**src/hw/rtl/dbrc_pkg.sv**
```systemverilog
package dbrc_pkg;

  localparam int DebounceWidth = 10;
  localparam int PeriodWidth   = 12;
  localparam int CfgIndexWidth = 2;
  localparam int CfgDataWidth  = 12;

  localparam logic [DebounceWidth-1:0] RunMax = '1;

  localparam logic [DebounceWidth-1:0] DebounceReset = 10'd50;
  localparam logic [PeriodWidth-1:0]   StepReset     = 12'd100;
  localparam logic [PeriodWidth-1:0]   MinReset      = 12'd50;
  localparam logic [PeriodWidth-1:0]   MaxReset      = 12'd2000;
  localparam logic [PeriodWidth-1:0]   InitialPeriod = 12'd500;

  localparam logic LevelLow  = 1'b0;
  localparam logic LevelHigh = 1'b1;

  localparam logic [CfgIndexWidth-1:0] RegDebounceTicks = 2'd0;
  localparam logic [CfgIndexWidth-1:0] RegPeriodStep    = 2'd1;
  localparam logic [CfgIndexWidth-1:0] RegMinPeriod     = 2'd2;
  localparam logic [CfgIndexWidth-1:0] RegMaxPeriod     = 2'd3;

  typedef struct packed {
    logic up;
    logic down;
  } press_t;

endpackage

```
**src/hw/rtl/dbrc_lane.sv**
```systemverilog
module dbrc_lane (
  input  logic                                 clk,
  input  logic                                 rst,
  input  logic                                 adv,
  input  logic                                 raw,
  input  logic [dbrc_pkg::DebounceWidth-1:0]   debounce_ticks,
  output logic                                 press
);

  logic                               prev_raw;
  logic                               acc_level;
  logic [dbrc_pkg::DebounceWidth-1:0] run;
  logic [dbrc_pkg::DebounceWidth-1:0] run_next;
  logic                               take;

  always_comb begin
    if (raw != prev_raw) begin
      run_next = '0;
    end else if (run == dbrc_pkg::RunMax) begin
      run_next = run;
    end else begin
      run_next = run + dbrc_pkg::DebounceWidth'(1);
    end
  end

  assign take  = (run_next >= debounce_ticks) && (acc_level != raw);
  assign press = take && (raw == dbrc_pkg::LevelLow);

  always_ff @(posedge clk) begin
    if (rst) begin
      prev_raw  <= dbrc_pkg::LevelHigh;
      acc_level <= dbrc_pkg::LevelHigh;
      run       <= '0;
    end else if (adv) begin
      prev_raw <= raw;
      run      <= run_next;
      if (take) begin
        acc_level <= raw;
      end
    end
  end

endmodule

```
**src/hw/rtl/dbrc_merge.sv**
```systemverilog
module dbrc_merge (
  input  logic                                clk,
  input  logic                                rst,
  input  logic                                adv,
  input  dbrc_pkg::press_t                    press,
  input  logic [dbrc_pkg::PeriodWidth-1:0]    period_step,
  input  logic [dbrc_pkg::PeriodWidth-1:0]    min_period,
  input  logic [dbrc_pkg::PeriodWidth-1:0]    max_period,
  output logic [dbrc_pkg::PeriodWidth-1:0]    half_period,
  output logic [dbrc_pkg::PeriodWidth-1:0]    half_period_next
);

  logic [dbrc_pkg::PeriodWidth:0]   lo_sum;
  logic [dbrc_pkg::PeriodWidth:0]   hi_sum;
  logic [dbrc_pkg::PeriodWidth-1:0] after_up;

  // up applies first, then down
  always_comb begin
    lo_sum = {1'b0, min_period} + {1'b0, period_step};
    if (!press.up) begin
      after_up = half_period;
    end else if ({1'b0, half_period} < lo_sum) begin
      after_up = min_period;
    end else begin
      after_up = half_period - period_step;
    end
    hi_sum = {1'b0, after_up} + {1'b0, period_step};
    if (!press.down) begin
      half_period_next = after_up;
    end else if (hi_sum > {1'b0, max_period}) begin
      half_period_next = max_period;
    end else begin
      half_period_next = hi_sum[dbrc_pkg::PeriodWidth-1:0];
    end
  end

  always_ff @(posedge clk) begin
    if (rst) begin
      half_period <= dbrc_pkg::InitialPeriod;
    end else if (adv) begin
      half_period <= half_period_next;
    end
  end

endmodule

```
**src/hw/rtl/debounced_blink_rate_control_unit.sv**
```systemverilog
// channel | signals                      | moves
// in      | in_valid, in_ready           | one tick item: up_level, down_level
// out     | out_valid, out_ready         | led_level, period_now, up_press, down_press
// cfg     | cfg_we, cfg_index, cfg_data  | register write, no wait
// one item per cycle while the output is not stalled; result appears in the output register in the cycle after accept
// two debounce lanes and the period merge all finish within the accept cycle
// in_ready drops only while a result is held and out_ready is low
// rst is synchronous and clears all state and config registers to their defaults; output data registers are not reset
module debounced_blink_rate_control_unit (
  input  logic                                  clk,
  input  logic                                  rst,
  input  logic                                  in_valid,
  output logic                                  in_ready,
  input  logic                                  up_level,
  input  logic                                  down_level,
  output logic                                  out_valid,
  input  logic                                  out_ready,
  output logic                                  led_level,
  output logic [dbrc_pkg::PeriodWidth-1:0]      period_now,
  output logic                                  up_press,
  output logic                                  down_press,
  input  logic                                  cfg_we,
  input  logic [dbrc_pkg::CfgIndexWidth-1:0]    cfg_index,
  input  logic [dbrc_pkg::CfgDataWidth-1:0]     cfg_data
);

  logic [dbrc_pkg::DebounceWidth-1:0] debounce_ticks;
  logic [dbrc_pkg::PeriodWidth-1:0]   period_step;
  logic [dbrc_pkg::PeriodWidth-1:0]   min_period;
  logic [dbrc_pkg::PeriodWidth-1:0]   max_period;

  logic                               accept;
  dbrc_pkg::press_t                   press;
  logic [dbrc_pkg::PeriodWidth-1:0]   half_period;
  logic [dbrc_pkg::PeriodWidth-1:0]   half_period_next;

  logic [dbrc_pkg::PeriodWidth-1:0]   blink_count;
  logic [dbrc_pkg::PeriodWidth-1:0]   blink_count_next;
  logic [dbrc_pkg::PeriodWidth:0]     count_inc;
  logic                               wrap;
  logic                               led_on;
  logic                               led_next;

  assign in_ready = !out_valid || out_ready;
  assign accept   = in_valid && in_ready;

  always_ff @(posedge clk) begin
    if (rst) begin
      debounce_ticks <= dbrc_pkg::DebounceReset;
      period_step    <= dbrc_pkg::StepReset;
      min_period     <= dbrc_pkg::MinReset;
      max_period     <= dbrc_pkg::MaxReset;
    end else if (cfg_we) begin
      unique case (cfg_index)
        dbrc_pkg::RegDebounceTicks: debounce_ticks <= cfg_data[dbrc_pkg::DebounceWidth-1:0];
        dbrc_pkg::RegPeriodStep:    period_step    <= cfg_data[dbrc_pkg::PeriodWidth-1:0];
        dbrc_pkg::RegMinPeriod:     min_period     <= cfg_data[dbrc_pkg::PeriodWidth-1:0];
        dbrc_pkg::RegMaxPeriod:     max_period     <= cfg_data[dbrc_pkg::PeriodWidth-1:0];
        default: ;
      endcase
    end
  end

  dbrc_lane u_up_lane (
    .clk            (clk),
    .rst            (rst),
    .adv            (accept),
    .raw            (up_level),
    .debounce_ticks (debounce_ticks),
    .press          (press.up)
  );

  dbrc_lane u_down_lane (
    .clk            (clk),
    .rst            (rst),
    .adv            (accept),
    .raw            (down_level),
    .debounce_ticks (debounce_ticks),
    .press          (press.down)
  );

  dbrc_merge u_merge (
    .clk              (clk),
    .rst              (rst),
    .adv              (accept),
    .press            (press),
    .period_step      (period_step),
    .min_period       (min_period),
    .max_period       (max_period),
    .half_period      (half_period),
    .half_period_next (half_period_next)
  );

  // blink uses the period in force before this tick's presses
  assign count_inc        = {1'b0, blink_count} + (dbrc_pkg::PeriodWidth+1)'(1);
  assign wrap             = count_inc >= {1'b0, half_period};
  assign blink_count_next = wrap ? '0 : count_inc[dbrc_pkg::PeriodWidth-1:0];
  assign led_next         = led_on ^ wrap;

  always_ff @(posedge clk) begin
    if (rst) begin
      blink_count <= '0;
      led_on      <= 1'b0;
    end else if (accept) begin
      blink_count <= blink_count_next;
      led_on      <= led_next;
    end
  end

  always_ff @(posedge clk) begin
    if (rst) begin
      out_valid <= 1'b0;
    end else if (accept) begin
      out_valid <= 1'b1;
    end else if (out_ready) begin
      out_valid <= 1'b0;
    end
  end

  always_ff @(posedge clk) begin
    if (accept) begin
      led_level  <= led_next;
      period_now <= half_period_next;
      up_press   <= press.up;
      down_press <= press.down;
    end
  end

endmodule

```
**config.mk**
```make
export PLATFORM = sky130hd
export DESIGN_NAME = debounced_blink_rate_control_unit
export DESIGN_NICKNAME = d
export VERILOG_FILES = /design/src/hw/rtl/dbrc_pkg.sv /design/src/hw/rtl/dbrc_lane.sv /design/src/hw/rtl/dbrc_merge.sv /design/src/hw/rtl/debounced_blink_rate_control_unit.sv
export SDC_FILE = /design/constraint.sdc
export NUM_CORES = 1
export LEC_CHECK = 0
export BUFFER_PORTS_ARGS = -buffer_cell sky130_fd_sc_hd__buf_2
export CORE_MARGIN = 5
export CORE_UTILIZATION = 50
export DETAILED_ROUTE_END_ITERATION = 10
export PLACE_DENSITY = 0.69
export SYNTH_ARGS = -nofsm -noshare
export SYNTH_HDL_FRONTEND = slang
export SYNTH_SLANG_ARGS = --single-unit
```
**constraint.sdc**
```tcl
create_clock -name clk -period 10.38 [get_ports clk]
set_input_delay 1.557 -clock clk [delete_from_list [all_inputs] [get_ports clk]]
set_output_delay 1.557 -clock clk [all_outputs]
set_load 0.02 [all_outputs]
```
==> Word-level counts from Yosys, hierarchy flattened <==
Index checks and enable logic that the tools add are counted.
{ "classes": {"add_sub_neg": 6, "multipliers": 0, "n_div": 0, "magnitude_cmp": 5, "n_eq_ne": 9, "shifts": 0, "mux": 11, "bitwise": 3, "n_reduce_logical": 15} }
{ "op_table": {"columns": ["operator", "n"], "rows": [
  ["12-bit two-way mux", 5],
  ["10-bit two-way mux", 4],
  ["12-bit by 12-bit adder with 13-bit output", 2],
  ["10-bit by 1-bit adder with 10-bit output, second input constant", 2],
  ["10-bit == test, second input constant", 2],
  ["10-bit greater-or-equal comparator", 2],
  ["12-bit by 1-bit adder with 13-bit output, second input constant", 1],
  ["13-bit by 12-bit greater-or-equal comparator with 1-bit output", 1],
  ["13-bit by 12-bit > comparator with 1-bit output", 1],
  ["12-bit by 13-bit less-than comparator with 1-bit output", 1],
  ["2-bit AND reduction", 6],
  ["12-bit subtractor", 1],
  ["1-bit logical AND", 5],
  ["2-bit == test, second input constant", 2],
  ["1-bit inequality test", 4],
  ["2-bit by 1-bit == test with 1-bit output, second input constant", 1],
  ["2-bit logical NOT", 1],
  ["1-bit two-way mux", 2],
  ["1-bit inverter", 2],
  ["2-bit nonzero test", 1],
  ["1-bit logical NOT", 1],
  ["1-bit logical OR", 1],
  ["1-bit XOR", 1]
]} }
{ "totals": {"reg_bits": 111, "latch_bits": 0, "mem_bits_rw": 0, "romBits": 0, "in_bits": 21, "n_memories": 0} }

==> Depth between registers and ports, before layout <==
{ "logic_depth": {"ltp_word": 11, "ltp_mapped": 38, "ltp_nobuf": 36} }

==> Modules after synthesis <==
A second synthesis with hierarchy kept.
{ "hier_totals": {"cells_unflattened": 1056, "hier_area_um2": 8603.3} }
{ "by_module_without_submodules": {"columns": ["module", "n_inst", "cells_each", "area_per_inst_um2"], "rows": [
  ["debounced_blink_rate_control_unit", 1, 368, 3255.6],
  ["dbrc_merge", 1, 418, 3205.6],
  ["dbrc_lane", 2, 135, 1071.0]
]} }

==> Worst setup path after synthesis <==
OpenSTA, ideal clock, no wires.
{ "synth_path": {"path_type": "input to register", "startpoint": "input up_level", "endpoint": "register u_merge.half_period[2] (netlist name)", "setup_time_ps": 120, "t_arrival_ps": 7274, "required_time_ps": 10260, "path_slack_ps": 2987, "stages": 27, "n_path_buf": 2, "path_cell_list": "xor2_1 nor2_1 ha_1 a2111oi_0 nand2_1 a21oi_1 o31a_2 clkbuf_1 nand2_1 nand2_1 ha_1 inv_1 fa_1 nand3b_1 a211o_1 a31oi_1 xor2_1 ha_1 a21o_1 a21oi_2 nand2_1 o311ai_4 nand4b_4 buf_6 mux2_1 mux2_2 a211o_1"} }
{ "synth_between": {"elab_chain_len": 10, "elab_cells_between_ends": 12, "classes_between": "add/sub: 1; order compare: 2; eq/ne: 2; mux: 4; bitwise: 1; reduce/logical: 2"} }
{ "synth_rtl": {"columns": ["item", "line_no", "source"], "rows": [
  ["from (decl)", "debounced_blink_rate_control_unit.sv:14", "input logic up_level,"],
  ["1-bit inequality test *", "dbrc_lane.sv:17", "if (raw != prev_raw) begin"],
  ["10-bit two-way mux *", "dbrc_lane.sv:17", null],
  ["via u_up_lane.run_next, one bit", "dbrc_lane.sv:13", "logic [dbrc_pkg::DebounceWidth-1:0] run_next;"],
  ["10-bit greater-or-equal comparator *", "dbrc_lane.sv:26", "assign take = (run_next >= debounce_ticks) && (acc_level != raw);"],
  ["1-bit logical AND *", "dbrc_lane.sv:26", null],
  ["1-bit logical AND *", "dbrc_lane.sv:27", "assign press = take && (raw == dbrc_pkg::LevelLow);"],
  ["12-bit two-way mux *", "dbrc_merge.sv:20", "if (!press.up) begin"],
  ["12-bit by 12-bit adder with 13-bit output", "dbrc_merge.sv:27", "hi_sum = {1'b0, after_up} + {1'b0, period_step};"],
  ["13-bit by 12-bit > comparator with 1-bit output", "dbrc_merge.sv:30", "end else if (hi_sum > {1'b0, max_period}) begin"],
  ["12-bit two-way mux", "dbrc_merge.sv:30", null],
  ["12-bit two-way mux *", "dbrc_merge.sv:28", "if (!press.down) begin"],
  ["via half_period_next, one bit", "debounced_blink_rate_control_unit.sv:35", "logic [dbrc_pkg::PeriodWidth-1:0] half_period_next;"],
  ["to (signal assigned)", "dbrc_merge.sv:39", "half_period <= dbrc_pkg::InitialPeriod;"],
  ["to (signal assigned)", "dbrc_merge.sv:41", "half_period <= half_period_next;"],
  ["to (decl)", "dbrc_merge.sv:9", "output logic [dbrc_pkg::PeriodWidth-1:0] half_period,"]
]} }
Mark *: on every way through the listed nets, which the timed path passes. The rest lies on a longest branch.
A chain may end at the register's enable or synchronous reset.

==> Final worst setup path <==
{ "layout_path": {"startpoint": "register min_period[1] (netlist name)", "endpoint": "register u_merge.half_period[4] (netlist name)"} }
{ "layout_between": {"elab_chain_len": 8} }
{ "layout_rtl": {"columns": ["item", "line_no", "source"], "rows": [
  ["from (decl)", "debounced_blink_rate_control_unit.sv:29", "logic [dbrc_pkg::PeriodWidth-1:0] min_period;"],
  ["from (signal assigned)", "debounced_blink_rate_control_unit.sv:51", "min_period <= dbrc_pkg::MinReset;"],
  ["from (signal assigned)", "debounced_blink_rate_control_unit.sv:57", "dbrc_pkg::RegMinPeriod: min_period <= cfg_data[dbrc_pkg::PeriodWidth-1:0];"],
  ["12-bit by 12-bit adder with 13-bit output", "dbrc_merge.sv:19", "lo_sum = {1'b0, min_period} + {1'b0, period_step};"],
  ["12-bit by 13-bit less-than comparator with 1-bit output", "dbrc_merge.sv:22", "end else if ({1'b0, half_period} < lo_sum) begin"],
  ["12-bit two-way mux *", "dbrc_merge.sv:22", null],
  ["12-bit two-way mux *", "dbrc_merge.sv:20", null],
  ["12-bit by 12-bit adder with 13-bit output", "dbrc_merge.sv:27", null],
  ["13-bit by 12-bit > comparator with 1-bit output", "dbrc_merge.sv:30", null],
  ["12-bit two-way mux", "dbrc_merge.sv:30", null],
  ["12-bit two-way mux *", "dbrc_merge.sv:28", null],
  ["via half_period_next, one bit", "debounced_blink_rate_control_unit.sv:35", null]
]} }
Marks and branches as above.

==> run_results.csv <==
group,metric,value,unit
worst_setup_path,setup.worst_path.class,"reg -> reg",
power_and_ir_drop,p_comb_share,23.2,%
drt,firstDrtPassIters,5,
outcome,status,"complete, no violations",
drt,final_antenna_net_count,0,
drt,wire_per_inst,16.6,um
global_routing,grt_pass1_wl,33.2,mm
placed_design,place.port_buffers,37,
sta,finalHoldViolCount,0,
clock_tree,cts_setup_buffers,0,
clock_tree,clock_path_buffers,2,
cells_and_area,nNetsFinal,1149,
global_routing,grt_overflow_total,0,
worst_setup_path,reg2regPathDepth,33,
worst_setup_path,reg2reg_slack,1.94,ns
worst_setup_path,startpoint,"min_period[1]",
worst_setup_path,r2r-end,"u_merge.half_period[4]",
clock_tree,clock_latency,0.37,ns
worst_setup_path,r2r-start,"min_period[1]",
placed_design,place_congestion,0.904,
power_and_ir_drop,p_seq_share,43.0,%
synth,synth_area,8250,um^2
drt,drt-initial-drc-count,411,
clock_tree,path_clk_slew,0.08,ns
worst_setup_path,cp_max_fo,13,
cells_and_area,utilization,54.0,%
sta,post-route-period-util,81.3,%
floorplanning,die-area,19200,um^2
worst_setup_path,cp_slowest_cell,"a221oi_2",
synth,synth_fp_nets,1131,
worst_setup_path,critPathBufInv,1,
clock_tree,cts_resized,0,
power_and_ir_drop,switching_share,31.6,%
worst_setup_path,path_common_cell,"ha_1",
floorplanning,core-area,16400,um^2
synth,yosys_warnings,0,
clock_tree,htreeDepth,3,
cells_and_area,final_common_cell,"nand2_1",
synth,ys_types,80,
worst_hold_path,min_path_type,"reg -> reg",
power_and_ir_drop,p_leak,3.78,nW
worst_setup_path,cp_top_family,"compound AO/OA/AOI/OAI gates",
floorplanning,initial_utilization,50.3,%
global_routing,grt_max_degree,78,
cells_and_area,final_layout_size_suffix_gt1_share,9.28,%
floorplanning,die_h,138,um
sta,rsz0062_at_grt,"no",
sta,drv_slew,0,
drt,viasPerCell,5.65,
worst_setup_path,slowest_delay,0.67,ns
clock_tree,cts.sinks,111,
sta,fmax,119,MHz
clock_tree,root_buffer,"clkbuf_16",
synth,synth-edff-count,15,
synth,netlist_instances,1012,
floorplanning,rows,47,
sta,slew-limit-headroom,43.2,%
cells_and_area,layout_common_cells,"163 x nand2_1, 110 x a21oi_1, 96 x dfxtp_1",
power_and_ir_drop,p_per_area,122,nW/um^2
cells_and_area,fillerInstances,1536,
worst_setup_path,cp.required,10.63,ns
sta,finalSetupViolations,0,
power_and_ir_drop,pwr-share-clk,33.8,%
placed_design,post_dp_cell_area,8540,um^2
worst_setup_path,cp.depth,33,
floorplanning,ioPinCount,38,
sta,final.setup.tns,0,ns
cells_and_area,design_area,8850,um^2
synth,synth-main-ff-cell,"dfxtp_1",
synth,ys_ff_latch,111,
clock_tree,cts_tree,"yes",
cells_and_area,num_antenna_cells,0,
drt,wirelength,20.9,mm
worst_setup_path,crit_arrival,8.69,ns
drt,num_vias,7093,
global_routing,grtUsageTotal,21.2,%
global_routing,grt_pass1_vias,6269,
worst_setup_path,cp-endpoint,"u_merge.half_period[4]",
power_and_ir_drop,peakVddDrop,0.0800,mV
clock_tree,cts_buffers,9,
sta,fin_crit,8.44,ns
synth,yosysSeqAreaShare,28.7,%
floorplanning,chipWidth,138,um
worst_setup_path,endpoint_kind,"flip-flop",
sta,worst_slew_pin_slew,0.849,ns
power_and_ir_drop,netSwitchingPower,342,uW
synth,syn_avg_cell_area,8.16,um^2
job,max_cap_viol_count,0,
power_and_ir_drop,intPower,740,uW
worst_setup_path,start_kind,"flip-flop",
placed_design,dp_hpwl,15.9,mm
cells_and_area,syn_to_final_growth,7.28,%
clock_tree,hold_buffers,0,
drt,drc_errors,0,
synth,synthArstFlopShare,0,%
global_routing,grt_antenna_before_repair,0,
sta,finClkSkew,0.0135,ns
routing by layer:
layer | track usage (%) | vias up | wire [um]
li1 | - | 3631 | -
met3 | 3.76 | 19 | 1070
met2 | 31.2 | 166 | 8940
met5 | 0 | - | 0
met4 | 5.93 | 0 | 351
met1 | 31.6 | 3277 | 10500
power groups by stage:
stage	combinational (mW)	sequential (mW)	clock [mW]
floorplan	0.191	0.473	0
finish	0.252	0.466	0.366
global route	0.280	0.467	0.391
CTS	0.250	0.465	0.375
global placement	0.245	0.476	0
detailed placement	0.247	0.475	0
through the flow:
stage / std cells / setup WS [ns] / power, mW / hold WS [ns]
after floorplan: 1012 / 2.99 / 0.664 / 0.436
after global placement: 1239 / 2.02 / 0.721 / 0.444
after detailed placement: 1239 / 1.86 / 0.722 / 0.448
after CTS: 1255 / 2.04 / 1.09 / 0.459
after global routing: 1255 / 1.41 / 1.14 / 0.478
final: 1255 / 1.94 / 1.08 / 0.457
area by class of cell:
type                    instances  area (um^2)  share of cell area [%]
multi-input cells             796         5400                    61.0
clock inverters                 5         53.8                   0.608
inverters                      70          263                    2.97
flip-flops and latches        111         2370                    26.8
well taps                     220          275                    3.11
repair buffers                 42          223                    2.52
clock buffers                  11          264                    2.98
synthesized netlist by cell type, drive strengths merged, types with 8 or more instances:
master	number	area [um^2]
a211o	19	166
a21boi	8	67.6
a21o	15	113
a21oi	112	568
a31oi	11	75.1
and3	9	56.3
clkbuf	31	176
dfxtp	96	1920
edfxtp	15	450
ha	95	1190
inv	70	263
mux2	14	165
mux2i	9	90.1
nand2	164	618
nand3	30	150
nand3b	13	97.6
nand4	9	56.3
nor2	63	236
nor2b	13	81.3
nor3	20	100
o21a	10	75.1
o21ai	30	154
or3	13	81.3
xnor2	23	201
xor2	26	228
cells by family (layout without fill, tap and decap cells):
family	Yosys count	in the layout	share of synthesized area [%]
AOI/OAI and AO/OA	258	258	21.0
xor gates and xnor gates	49	49	5.20
adders and majority gates	98	98	15.1
buffers and inverters	105	128	5.79
DFF	111	111	28.7
muxes	23	23	3.09
and+or+nand+nor	368	368	21.1
worst min path at each step:
stage | end | depth (start not counted) | slack, ns | from
floorplan | debounce_ticks[2] | 2 | 0.44 | debounce_ticks[2]
global placement | max_period[11] | 2 | 0.44 | max_period[11]
detailed placement | debounce_ticks[9] | 2 | 0.45 | debounce_ticks[9]
CTS | debounce_ticks[9] | 2 | 0.46 | debounce_ticks[9]
global route | debounce_ticks[9] | 2 | 0.48 | debounce_ticks[9]
finish | debounce_ticks[9] | 2 | 0.46 | debounce_ticks[9]
registers in the layout, summed over array words and instances, names as in the netlist:
name / flops
blink_count: 12
debounce_ticks: 10
down_press: 1
led_level: 1
led_on: 1
max_period: 12
min_period: 12
out_valid: 1
period_now: 12
period_step: 12
u_down_lane.acc_level: 1
u_down_lane.prev_raw: 1
u_down_lane.run: 10
u_merge.half_period: 12
u_up_lane.acc_level: 1
u_up_lane.prev_raw: 1
u_up_lane.run: 10
up_press: 1
worst min-delay path, stage by stage (launching register included):
cell	delay, ns
dfxtp_1	0.31
nand2_1	0.05
a21oi_1	0.05
No activity file was read; power rests on OpenSTA's default activity.
